`src/design/fpd_pkg.sv`:
```
`timescale 1ns / 1ps
// ---------------------------------------------------------------------------
// fpd_pkg: shared definitions for the fractional-N divider calculator
// Register indexes, field widths, reset values, status codes and the
// frequency band table.
// ---------------------------------------------------------------------------
package fpd_pkg;

    localparam int MODULUS_BITS_DEF = 12;

    // Field widths
    localparam int CLK_W   = 28;   // reference clock
    localparam int SPC_W   = 20;   // channel spacing
    localparam int FREQ_W  = 29;   // wanted frequency
    localparam int DIV_W   = 3;    // divider exponent
    localparam int RC_W    = 6;    // reference counter
    localparam int INT_W   = 16;   // integer value
    localparam int STAT_W  = 2;
    localparam int CIDX_W  = 2;    // configuration index
    localparam int CDAT_W  = 28;   // configuration data

    // Derived internal widths
    localparam int PFD_W   = CLK_W + 1;    // reference clock, possibly doubled
    localparam int F10_W   = FREQ_W + 4;   // frequency times ten
    // The band limits keep (freq * 10 << div) * rc below 2^38 for any input.
    localparam int VCO_W   = 38;

    // Register indexes
    localparam logic [CIDX_W-1:0] REG_REF_CLOCK = 2'd0;
    localparam logic [CIDX_W-1:0] REG_SPACING   = 2'd1;
    localparam logic [CIDX_W-1:0] REG_DOUBLER   = 2'd2;
    localparam logic [CIDX_W-1:0] REG_HALVE     = 2'd3;

    // Reset values
    localparam logic [CLK_W-1:0] RST_REF_CLOCK = 28'd10000000;
    localparam logic [SPC_W-1:0] RST_SPACING   = 20'd100;
    localparam logic             RST_DOUBLER   = 1'b1;
    localparam logic             RST_HALVE     = 1'b0;

    // Status codes
    localparam logic [STAT_W-1:0] ST_OK       = 2'd0;
    localparam logic [STAT_W-1:0] ST_ZERO_MOD = 2'd1;
    localparam logic [STAT_W-1:0] ST_INT_SAT  = 2'd2;

    localparam logic [INT_W-1:0] INT_MAX = 16'hFFFF;

    // Band thresholds, a band is selected when the frequency lies above its limit
    localparam logic [FREQ_W-1:0] BAND_LIM0 = 29'd220000000;
    localparam logic [FREQ_W-1:0] BAND_LIM1 = 29'd110000000;
    localparam logic [FREQ_W-1:0] BAND_LIM2 = 29'd55000000;
    localparam logic [FREQ_W-1:0] BAND_LIM3 = 29'd27500000;
    localparam logic [FREQ_W-1:0] BAND_LIM4 = 29'd13750000;
    localparam logic [FREQ_W-1:0] BAND_LIM5 = 29'd6875000;

    typedef struct packed {
        logic [CLK_W-1:0] ref_clock_hz;
        logic [SPC_W-1:0] channel_spacing_hz;
        logic             ref_doubler;
        logic             ref_halve;
    } t_cfg;

    typedef struct packed {
        logic [DIV_W-1:0] div;
        logic [RC_W-1:0]  rc;
    } t_band;

    function automatic t_band band_sel(input logic [FREQ_W-1:0] freq);
        t_band b;
        if (freq > BAND_LIM0) begin
            b.div = 3'd0; b.rc = 6'd50;
        end else if (freq > BAND_LIM1) begin
            b.div = 3'd1; b.rc = 6'd25;
        end else if (freq > BAND_LIM2) begin
            b.div = 3'd2; b.rc = 6'd16;
        end else if (freq > BAND_LIM3) begin
            b.div = 3'd3; b.rc = 6'd8;
        end else if (freq > BAND_LIM4) begin
            b.div = 3'd4; b.rc = 6'd4;
        end else if (freq > BAND_LIM5) begin
            b.div = 3'd5; b.rc = 6'd2;
        end else begin
            b.div = 3'd6; b.rc = 6'd1;
        end
        return b;
    endfunction

endpackage

```
`src/design/fpd_cfg.sv`:
```
`timescale 1ns / 1ps
// ---------------------------------------------------------------------------
// fpd_cfg: configuration register bank
// Decodes the write port into the reference clock, channel spacing,
// doubler and halver settings.
// ---------------------------------------------------------------------------
module fpd_cfg
    import fpd_pkg::*;
(
    input  logic              i_clk,
    input  logic              i_rst_n,
    input  logic              i_cfg_wen,
    input  logic [CIDX_W-1:0] i_cfg_index,
    input  logic [CDAT_W-1:0] i_cfg_data,
    output t_cfg              o_cfg
);

    t_cfg r_cfg;

    always_ff @(posedge i_clk) begin
        if (!i_rst_n) begin
            r_cfg.ref_clock_hz       <= RST_REF_CLOCK;
            r_cfg.channel_spacing_hz <= RST_SPACING;
            r_cfg.ref_doubler        <= RST_DOUBLER;
            r_cfg.ref_halve          <= RST_HALVE;
        end else if (i_cfg_wen) begin
            case (i_cfg_index)
                REG_REF_CLOCK: r_cfg.ref_clock_hz       <= i_cfg_data[CLK_W-1:0];
                REG_SPACING:   r_cfg.channel_spacing_hz <= i_cfg_data[SPC_W-1:0];
                REG_DOUBLER:   r_cfg.ref_doubler        <= i_cfg_data[0];
                REG_HALVE:     r_cfg.ref_halve          <= i_cfg_data[0];
                default: begin
                end
            endcase
        end
    end

    assign o_cfg = r_cfg;

endmodule

```
`src/design/fpd_div.sv`:
```
`timescale 1ns / 1ps
// ---------------------------------------------------------------------------
// fpd_div: shared restoring divider
// Produces one quotient bit per cycle; the operands are latched on start
// and done pulses for one cycle when quotient and remainder are ready.
// ---------------------------------------------------------------------------
module fpd_div #(
    parameter int DVD_W = 41,
    parameter int DVS_W = 29
) (
    input  logic             i_clk,
    input  logic             i_rst_n,
    input  logic             i_start,
    input  logic [DVD_W-1:0] i_dividend,
    input  logic [DVS_W-1:0] i_divisor,
    output logic             o_done,
    output logic [DVD_W-1:0] o_quot,
    output logic [DVS_W-1:0] o_rem
);

    localparam int CNT_W = $clog2(DVD_W + 1);

    logic [DVD_W-1:0] r_q;
    logic [DVS_W-1:0] r_rem;
    logic [DVS_W-1:0] r_dvs;
    logic [CNT_W-1:0] r_cnt;
    logic             r_busy;
    logic             r_done;

    logic [DVS_W:0] w_trial;
    logic [DVS_W:0] w_diff;
    logic           w_ge;

    assign w_trial = {r_rem, r_q[DVD_W-1]};
    assign w_diff  = w_trial - {1'b0, r_dvs};
    assign w_ge    = (w_trial >= {1'b0, r_dvs});

    always_ff @(posedge i_clk) begin
        if (!i_rst_n) begin
            r_busy <= 1'b0;
            r_done <= 1'b0;
            r_cnt  <= '0;
        end else begin
            r_done <= 1'b0;
            if (i_start) begin
                r_busy <= 1'b1;
                r_cnt  <= CNT_W'(DVD_W);
            end else if (r_busy) begin
                r_cnt <= r_cnt - 1'b1;
                if (r_cnt == CNT_W'(1)) begin
                    r_busy <= 1'b0;
                    r_done <= 1'b1;
                end
            end
        end
    end

    always_ff @(posedge i_clk) begin
        if (i_start) begin
            r_q   <= i_dividend;
            r_rem <= '0;
            r_dvs <= i_divisor;
        end else if (r_busy) begin
            r_q   <= {r_q[DVD_W-2:0], w_ge};
            r_rem <= w_ge ? w_diff[DVS_W-1:0] : w_trial[DVS_W-1:0];
        end
    end

    assign o_done = r_done;
    assign o_quot = r_q;
    assign o_rem  = r_rem;

endmodule

```
`src/design/fracn_pll_divider_calc.sv`:
```
`timescale 1ns / 1ps
// ---------------------------------------------------------------------------
// fracn_pll_divider_calc: fractional-N PLL divider value calculator
// Band selection, modulus scaling, integer and fractional divide values and
// reduction of fraction and modulus by their greatest common divisor.
// ---------------------------------------------------------------------------
// One frequency beat is taken at a time and o_in_stall stays high until its
// result has been placed in the output register. All divisions run through a
// single restoring divider of DVD_W = max(38, 29 + MODULUS_BITS) bits; up to
// six divisions are made per beat, besides the modulus scaling and the binary
// GCD steps. A zero channel spacing skips all but the integer division, and a
// beat also waits while its result is held off by a stalled output.
// Configuration is held in registers and may be written whenever the block
// is idle.
module fracn_pll_divider_calc
    import fpd_pkg::*;
#(
    parameter int MODULUS_BITS = MODULUS_BITS_DEF
) (
    input  logic                    i_clk,
    input  logic                    i_rst_n,
    input  logic                    i_cfg_wen,
    input  logic [CIDX_W-1:0]       i_cfg_index,
    input  logic [CDAT_W-1:0]       i_cfg_data,
    input  logic                    i_in_valid,
    output logic                    o_in_stall,
    input  logic [FREQ_W-1:0]       i_freq_tenth_hz,
    output logic                    o_out_valid,
    input  logic                    i_out_stall,
    output logic [DIV_W-1:0]        o_divider_select,
    output logic [RC_W-1:0]         o_r_count,
    output logic [MODULUS_BITS-1:0] o_modulus,
    output logic [INT_W-1:0]        o_integer_value,
    output logic [MODULUS_BITS-1:0] o_fraction,
    output logic [STAT_W-1:0]       o_status
);

    localparam int MB     = MODULUS_BITS;
    localparam int PROD_W = PFD_W + MB;
    localparam int DVD_W  = (PROD_W > VCO_W) ? PROD_W : VCO_W;
    localparam int K_W    = $clog2(MB + 1);
    localparam int VF_W   = F10_W + 6;
    localparam int VP_W   = F10_W + 12;

    localparam logic [CLK_W-1:0] MOD_HALF = CLK_W'(1) << (MB - 1);
    localparam logic [CLK_W-1:0] MOD_TOP  = CLK_W'(1) << MB;

    localparam logic [4:0] S_IDLE = 5'd0;
    localparam logic [4:0] S_Q1S  = 5'd1;
    localparam logic [4:0] S_Q1W  = 5'd2;
    localparam logic [4:0] S_RCS  = 5'd3;
    localparam logic [4:0] S_RCW  = 5'd4;
    localparam logic [4:0] S_SCL  = 5'd5;
    localparam logic [4:0] S_VCO  = 5'd6;
    localparam logic [4:0] S_IS   = 5'd7;
    localparam logic [4:0] S_IW   = 5'd8;
    localparam logic [4:0] S_FM   = 5'd9;
    localparam logic [4:0] S_FS   = 5'd10;
    localparam logic [4:0] S_FW   = 5'd11;
    localparam logic [4:0] S_GI   = 5'd12;
    localparam logic [4:0] S_GCD  = 5'd13;
    localparam logic [4:0] S_GMS  = 5'd14;
    localparam logic [4:0] S_GMW  = 5'd15;
    localparam logic [4:0] S_GFS  = 5'd16;
    localparam logic [4:0] S_GFW  = 5'd17;
    localparam logic [4:0] S_FIN  = 5'd18;

    t_cfg w_cfg;
    t_band w_band;

    logic [4:0]        r_state;
    logic [DIV_W-1:0]  r_div;
    logic [RC_W-1:0]   r_rc;
    logic [F10_W-1:0]  r_f10;
    logic [CLK_W-1:0]  r_m;
    logic              r_modz;
    logic [PFD_W-1:0]  r_pfd;
    logic [VCO_W-1:0]  r_vco;
    logic [VCO_W-1:0]  r_integ;
    logic [PFD_W-1:0]  r_rem;
    logic [PROD_W-1:0] r_prod;
    logic [MB-1:0]     r_frac;
    logic [MB-1:0]     r_ga;
    logic [MB-1:0]     r_gb;
    logic [K_W-1:0]    r_gk;
    logic [MB-1:0]     r_g;

    logic                r_out_valid;
    logic [DIV_W-1:0]    r_o_div;
    logic [RC_W-1:0]     r_o_rc;
    logic [MB-1:0]       r_o_mod;
    logic [INT_W-1:0]    r_o_int;
    logic [MB-1:0]       r_o_frac;
    logic [STAT_W-1:0]   r_o_stat;

    logic              w_div_start;
    logic [DVD_W-1:0]  w_dvd;
    logic [PFD_W-1:0]  w_dvs;
    logic              w_div_done;
    logic [DVD_W-1:0]  w_quot;
    logic [PFD_W-1:0]  w_drem;

    logic [PFD_W-1:0]  w_pfd;
    logic [VF_W-1:0]   w_f10s;
    logic [VP_W-1:0]   w_vco_full;
    logic              w_accept;
    logic              w_out_free;
    logic              w_sat;

    fpd_cfg u_cfg (
        .i_clk       (i_clk),
        .i_rst_n     (i_rst_n),
        .i_cfg_wen   (i_cfg_wen),
        .i_cfg_index (i_cfg_index),
        .i_cfg_data  (i_cfg_data),
        .o_cfg       (w_cfg)
    );

    fpd_div #(
        .DVD_W (DVD_W),
        .DVS_W (PFD_W)
    ) u_div (
        .i_clk      (i_clk),
        .i_rst_n    (i_rst_n),
        .i_start    (w_div_start),
        .i_dividend (w_dvd),
        .i_divisor  (w_dvs),
        .o_done     (w_div_done),
        .o_quot     (w_quot),
        .o_rem      (w_drem)
    );

    assign w_band     = band_sel(i_freq_tenth_hz);
    assign w_accept   = i_in_valid && (r_state == S_IDLE);
    assign w_out_free = !r_out_valid || !i_out_stall;
    assign w_sat      = |r_integ[VCO_W-1:INT_W];

    assign w_pfd      = ({1'b0, w_cfg.ref_clock_hz} << w_cfg.ref_doubler) >> w_cfg.ref_halve;
    assign w_f10s     = VF_W'(r_f10) << r_div;
    assign w_vco_full = VP_W'(w_f10s) * VP_W'(r_rc);

    // Operand selection for the shared divider, one source per start state.
    always_comb begin
        w_div_start = 1'b0;
        w_dvd       = '0;
        w_dvs       = '0;
        case (r_state)
            S_Q1S: begin
                w_div_start = (w_cfg.channel_spacing_hz != '0);
                w_dvd       = DVD_W'(w_cfg.ref_clock_hz);
                w_dvs       = PFD_W'(w_cfg.channel_spacing_hz);
            end
            S_RCS: begin
                w_div_start = 1'b1;
                w_dvd       = DVD_W'(r_m);
                w_dvs       = PFD_W'(r_rc);
            end
            S_IS: begin
                w_div_start = (r_pfd != '0);
                w_dvd       = DVD_W'(r_vco);
                w_dvs       = r_pfd;
            end
            S_FS: begin
                w_div_start = 1'b1;
                w_dvd       = DVD_W'(r_prod);
                w_dvs       = r_pfd;
            end
            S_GMS: begin
                w_div_start = 1'b1;
                w_dvd       = DVD_W'(r_m[MB-1:0]);
                w_dvs       = PFD_W'(r_g);
            end
            S_GFS: begin
                w_div_start = 1'b1;
                w_dvd       = DVD_W'(r_frac);
                w_dvs       = PFD_W'(r_g);
            end
            default: begin
            end
        endcase
    end

    always_ff @(posedge i_clk) begin
        if (!i_rst_n) begin
            r_state     <= S_IDLE;
            r_out_valid <= 1'b0;
        end else begin
            if ((r_state == S_FIN) && w_out_free) begin
                r_out_valid <= 1'b1;
            end else if (r_out_valid && !i_out_stall) begin
                r_out_valid <= 1'b0;
            end
            case (r_state)
                S_IDLE: begin
                    if (w_accept) begin
                        r_state <= S_Q1S;
                    end
                end
                S_Q1S: begin
                    r_state <= (w_cfg.channel_spacing_hz != '0) ? S_Q1W : S_SCL;
                end
                S_Q1W: begin
                    if (w_div_done) begin
                        r_state <= S_RCS;
                    end
                end
                S_RCS: r_state <= S_RCW;
                S_RCW: begin
                    if (w_div_done) begin
                        r_state <= S_SCL;
                    end
                end
                S_SCL: begin
                    if ((r_m == '0) || ((r_m >= MOD_HALF) && (r_m < MOD_TOP))) begin
                        r_state <= S_VCO;
                    end
                end
                S_VCO: r_state <= S_IS;
                S_IS:  r_state <= (r_pfd != '0) ? S_IW : S_GI;
                S_IW: begin
                    if (w_div_done) begin
                        r_state <= S_FM;
                    end
                end
                S_FM:  r_state <= r_modz ? S_GI : S_FS;
                S_FS:  r_state <= S_FW;
                S_FW: begin
                    if (w_div_done) begin
                        r_state <= S_GI;
                    end
                end
                S_GI: begin
                    r_state <= (r_modz || (r_frac == '0)) ? S_FIN : S_GCD;
                end
                S_GCD: begin
                    if ((r_ga == '0) || (r_gb == '0)) begin
                        r_state <= S_GMS;
                    end
                end
                S_GMS: r_state <= S_GMW;
                S_GMW: begin
                    if (w_div_done) begin
                        r_state <= S_GFS;
                    end
                end
                S_GFS: r_state <= S_GFW;
                S_GFW: begin
                    if (w_div_done) begin
                        r_state <= S_FIN;
                    end
                end
                S_FIN: begin
                    if (w_out_free) begin
                        r_state <= S_IDLE;
                    end
                end
                default: r_state <= S_IDLE;
            endcase
        end
    end

    // Datapath registers, updated according to the sequencer state.
    always_ff @(posedge i_clk) begin
        case (r_state)
            S_IDLE: begin
                if (w_accept) begin
                    r_div  <= w_band.div;
                    r_rc   <= w_band.rc;
                    r_f10  <= (F10_W'(i_freq_tenth_hz) << 3) + (F10_W'(i_freq_tenth_hz) << 1);
                    r_modz <= 1'b0;
                    r_frac <= '0;
                end
            end
            S_Q1S: begin
                if (w_cfg.channel_spacing_hz == '0) begin
                    r_m <= '0;
                end
            end
            S_Q1W: begin
                if (w_div_done) begin
                    r_m <= (w_cfg.ref_doubler ? w_quot[CLK_W-1:0] : '0) >> r_div;
                end
            end
            S_RCW: begin
                if (w_div_done) begin
                    r_m <= w_quot[CLK_W-1:0];
                end
            end
            S_SCL: begin
                // A nonzero modulus is walked one bit a cycle into [2^(MB-1), 2^MB).
                if (r_m == '0) begin
                    r_modz <= 1'b1;
                end else if (r_m < MOD_HALF) begin
                    r_m <= r_m << 1;
                end else if (r_m >= MOD_TOP) begin
                    r_m <= r_m >> 1;
                end
            end
            S_VCO: begin
                r_pfd <= w_pfd;
                r_vco <= w_vco_full[VCO_W-1:0];
            end
            S_IS: begin
                if (r_pfd == '0) begin
                    r_integ <= '0;
                end
            end
            S_IW: begin
                if (w_div_done) begin
                    r_integ <= w_quot[VCO_W-1:0];
                    r_rem   <= w_drem;
                end
            end
            S_FM: begin
                r_prod <= PROD_W'(r_rem) * PROD_W'(r_m[MB-1:0]);
            end
            S_FW: begin
                if (w_div_done) begin
                    r_frac <= w_quot[MB-1:0];
                end
            end
            S_GI: begin
                // A zero fraction reduces the modulus to one.
                if (!r_modz && (r_frac == '0)) begin
                    r_m <= CLK_W'(1);
                end
                r_ga <= r_m[MB-1:0];
                r_gb <= r_frac;
                r_gk <= '0;
            end
            S_GCD: begin
                // Binary GCD: common factors of two are counted in r_gk.
                if (r_ga == '0) begin
                    r_g <= r_gb << r_gk;
                end else if (r_gb == '0) begin
                    r_g <= r_ga << r_gk;
                end else if (!r_ga[0] && !r_gb[0]) begin
                    r_ga <= r_ga >> 1;
                    r_gb <= r_gb >> 1;
                    r_gk <= r_gk + 1'b1;
                end else if (!r_ga[0]) begin
                    r_ga <= r_ga >> 1;
                end else if (!r_gb[0]) begin
                    r_gb <= r_gb >> 1;
                end else if (r_ga >= r_gb) begin
                    r_ga <= r_ga - r_gb;
                end else begin
                    r_gb <= r_gb - r_ga;
                end
            end
            S_GMW: begin
                if (w_div_done) begin
                    r_m <= CLK_W'(w_quot[MB-1:0]);
                end
            end
            S_GFW: begin
                if (w_div_done) begin
                    r_frac <= w_quot[MB-1:0];
                end
            end
            S_FIN: begin
                if (w_out_free) begin
                    r_o_div  <= r_div;
                    r_o_rc   <= r_rc;
                    r_o_mod  <= r_modz ? '0 : r_m[MB-1:0];
                    r_o_int  <= w_sat ? INT_MAX : r_integ[INT_W-1:0];
                    r_o_frac <= r_frac;
                    if (r_modz) begin
                        r_o_stat <= ST_ZERO_MOD;
                    end else if (w_sat) begin
                        r_o_stat <= ST_INT_SAT;
                    end else begin
                        r_o_stat <= ST_OK;
                    end
                end
            end
            default: begin
            end
        endcase
    end

    assign o_in_stall       = (r_state != S_IDLE);
    assign o_out_valid      = r_out_valid;
    assign o_divider_select = r_o_div;
    assign o_r_count        = r_o_rc;
    assign o_modulus        = r_o_mod;
    assign o_integer_value  = r_o_int;
    assign o_fraction       = r_o_frac;
    assign o_status         = r_o_stat;

endmodule

```
`config.mk`:
```
export PLATFORM = sky130hd
export DESIGN_NAME = fracn_pll_divider_calc
export DESIGN_NICKNAME = d
export VERILOG_FILES = /design/src/design/fpd_pkg.sv /design/src/design/fpd_cfg.sv /design/src/design/fpd_div.sv /design/src/design/fracn_pll_divider_calc.sv
export SDC_FILE = /design/constraint.sdc
export NUM_CORES = 2
export LEC_CHECK = 0
export BUFFER_PORTS_ARGS = -buffer_cell sky130_fd_sc_hd__buf_4
export CORE_ASPECT_RATIO = 1.1
export CORE_MARGIN = 3
export CORE_UTILIZATION = 60
export DETAILED_ROUTE_END_ITERATION = 8
export PLACE_DENSITY = 0.77
export SLEW_MARGIN = 5
export SYNTH_ARGS = -nofsm -noshare
export SYNTH_HDL_FRONTEND = slang
export SYNTH_HIERARCHICAL = 1
export SYNTH_SLANG_ARGS = --single-unit
export TNS_END_PERCENT = 50
```
`constraint.sdc`:
```
create_clock -name i_clk -period 8.2 [get_ports i_clk]
set_input_delay 2.46 -clock i_clk [delete_from_list [all_inputs] [get_ports i_clk]]
set_output_delay 2.46 -clock i_clk [all_outputs]
set_load 0.02 [all_outputs]
```
==> PnR_summary.wiki <==
{| class="wikitable"
! Metric !! Value
|-
| Antenna violations before repair || 3
|-
| Multi-input gate area in the final layout || 27000 µm²
|-
| Type of the worst setup path || reg -> reg
|-
| Remaining global-route overflow || 0
|-
| Number of iterations in the first detailed-routing pass || 8
|-
| Via count || 34700
|-
| Synthesis Warnings || 6
|-
| TritonCTS clock tree || yes
|-
| Ports placed on the boundary || 117
|-
| Clock buffers created by TritonCTS || 55
|-
| Floorplan die width || 266 µm
|-
| Library cell occupying the most area in the post-synthesis netlist || edfxtp_1
|-
| Nets || 5277
|-
| Synthesis-stage register bit count || 510
|-
| Worst setup EP type || register
|-
| Die outline area || 77800 µm²
|-
| Main synth FF type || edfxtp_1
|-
| Number of DRC violations after detailed routing || 0
|-
| Number of cells produced by synthesis || 4645
|-
| Number of core rows || 104
|-
| Largest net degree at the start of global routing || 87
|-
| Max FO, Critical Path || 22
|-
| Fraction of met2 tracks used by global routing || 54.3%
|-
| Clock Skews || 69.9 ps
|-
| Global-route met3 utilization || 5.01%
|-
| Max Cap Violations || 0
|-
| Area contributors post-synth || edfxtp_1, fa_1, ha_1
|-
| Number of buffers between clock root and the deepest sink || 3
|-
| Summed negative setup slack over all endpoints || 0 ps
|-
| Antenna-violating nets left || 0
|-
| Most frequent cells after synthesis || nand2_1, inv_1, edfxtp_1
|-
| Fillers || 5904
|-
| Level count of the clock H-tree || 2
|-
| Highest clock frequency the design can meet || 145 MHz
|-
| Starting DRC count in detailed routing || 3373
|-
| Post-synthesis instance area || 44700 µm²
|-
| Routability-driven placement congestion ratio || 0.947
|-
| Max transition margin || 18.7%
|-
| Share of the synthesized area in the top cell type || 28.0%
|-
| Combinational family with the most area after synthesis || adder cells
|-
| Clock latency of the later-clocked register in the worst-skew pair || 650 ps
|-
| Post-synthesis mux area share || 5.75%
|-
| Critical Path Most Common Cell || fa_1
|-
| Reg clk slew, reported paths || 70 ps
|-
| Resize count post-CTS || 0
|-
| Area share of fa/ha/maj cells after synthesis || 23.7%
|-
| Die boundary height || 292 µm
|-
| Wire length of the first global-routing pass || 197 mm
|-
| DP Wirelength || 96.0 mm
|-
| Peak per-stage delay on the critical path || 1060 ps
|-
| Post-CTS setup repair buffer count || 0
|-
| Number of synthesized flops with an enable pin || 417
|-
| DR vias/cell || 6.19
|-
| Initial core utilization || 60.7%
|-
| Synth Area in Simple Gates || 16.0%
|-
| Crit start category || register
|-
| Number of input and output port buffers inserted || 116
|-
| Sequential standard cell area || 14400 µm²
|-
| Syn_nets || 5314
|-
| Post-synth ARST share || 0%
|-
| Unique masters post-synth || 99
|-
| Total count of hold-check failures in the final report || 0
|-
| Most repeated cell in the gate-level netlist after synthesis || nand2_1
|-
| CP delay by family, top || adder cells
|-
| Arr. time, crit path || 7230 ps
|-
| Worst min path class || reg -> reg
|-
| Finish-stage setup viols || 0
|-
| Total Routed Length || 125 mm
|-
| Crit-path cells || buf_4 -> nand2_1 -> fa_1 -> fa_1 -> fa_1 -> inv_1 -> fa_1 -> inv_1 -> fa_1 -> inv_1 -> ha_1 -> nand2_1 -> o21ai_0 -> o21ai_1 -> o31ai_1 -> o211ai_1 -> a31oi_1 -> a211oi_1 -> o31ai_1 -> xnor2_1
|-
| Setup repair after global routing missed its margin || no
|-
| Fraction of the mapped netlist area in compound gates || 12.1%
|-
| Final Critical Period || 6880 ps
|-
| Fin crit share || 83.9%
|-
| Sequential-to-total area share from yosys stat || 32.2%
|-
| GR Util met1 || 39.8%
|-
| Count of buffering cells on the critical path with inverters included || 4
|-
| Placeable Area || 73500 µm²
|-
| Outcome || finished clean
|-
| GRT Overall Usage || 32.4%
|-
| Layout-stage area growth over the synthesis result || 7.31%
|-
| Crit-path slowest cell || edfxtp_1
|-
| Proportion of layout cells with a drive suffix above 1 || 8.64%
|-
| CTS sink count || 510
|-
| Mean cell area of the mapped netlist || 9.62 µm²
|-
| Worst slew pin tran || 1210 ps
|-
| Worst endpoint required time || 8550 ps
|-
| Post-synthesis share of cell area spent on xor and xnor gates || 2.67%
|-
| Hold-fix buffers at CTS || 0
|-
| Routed wire length per instance || 22.3 µm
|-
| Vias in the first global route || 35000
|-
| Root buffer selected by CTS || clkbuf_16
|-
| Routing layer with the top usage in global route || met2
|-
| Pins Over Slew Limit || 0
|}
-- routing by layer --
metal	part of all wire, %	vias up	routed length, µm
met3	7.6	407	9490
met4	7.1	2	8940
met2	48	1583	60100
li1	-	15700	-
met1	37	17000	46700
met5	0.0080	-	10
-- cell families after synthesis --
logic type               count (synthesis)
adder cells (fa/ha/maj)                605
AO/OA/AOI/OAI                          790
buffers and inverters                  863
multiplexers                           226
XOR/XNOR                               136
flip-flops                             510
AND/OR/NAND/NOR                       1515
-- stage by stage --
stage / cells / cell area, µm² / setup WS (ps) / util [%] / hold WS, ps
after floorplan: 4645 / 44700 / 2250 / - / 421
final: 5609 / 47900 / 1320 / 65.2 / 478
after global routing: 5607 / 47900 / 845 / 65.2 / 494
after detailed placement: 5505 / 46100 / 1370 / 62.7 / 442
after CTS: 5607 / 47900 / 1360 / 65.2 / 471
after global placement: 5505 / 46100 / 1480 / 62.7 / 445
-- state kept, by name, indices dropped and copies added (netlist names), 32 cells and up --
signal,count
r_integ,38
u_cfg/o_cfg,50
r_f10,32
r_vco,37
u_div/o_quot,41
r_prod,41
-- cell usage in the layout (no fill, tap or decap), types with 14 or more instances in the layout --
master / count
nand2b_1: 41
xor2_1: 40
dfxtp_1: 93
edfxtp_1: 417
nand3_1: 78
a21oi_1: 205
a21o_1: 77
xnor2_1: 96
nand4_1: 24
inv_1: 596
a221o_1: 26
nor4_1: 40
clkbuf_16: 57
and2_1: 165
nor3_1: 47
o21ai_1: 18
mux4_2: 17
ha_1: 202
o22ai_1: 32
o211ai_1: 26
a211oi_1: 43
o31ai_1: 14
o21a_1: 17
fa_1: 403
o21ai_0: 106
a222oi_1: 18
a31oi_1: 28
nand2_1: 665
buf_4: 167
o21bai_1: 17
nor2_1: 262
mux2i_1: 135
nor2b_1: 39
a22oi_1: 35
and3_1: 71
a22o_1: 37
mux2_2: 74
-- area by class of cell --
class                           count  area share, %
Multi-Input combinational cell   3272           56.3
Sequential cell                   510           30.0
Inverter                          602           4.71
Clock buffer                       72           3.22
Timing Repair Buffer              167           2.62
Tap cell                          954           2.49
Clock inverter                     30          0.640
Antenna cell                        2         0.0104
-- path summary, 6_finish.rpt --
kind	start	endpoint	slack (ps)	cells past startpoint
worst max-delay path	r_m[7]	r_prod[40]	1320	20
worst min-delay path	r_rc[5]	o_r_count[5]	480	0
worst max register to register	r_m[7]	r_prod[40]	1320	20
worst min register to register	r_rc[5]	o_r_count[5]	480	0
Power is left out: the tool's default activity adds up to more than one toggle a clock period on the data nets, which glitch-free logic cannot reach.
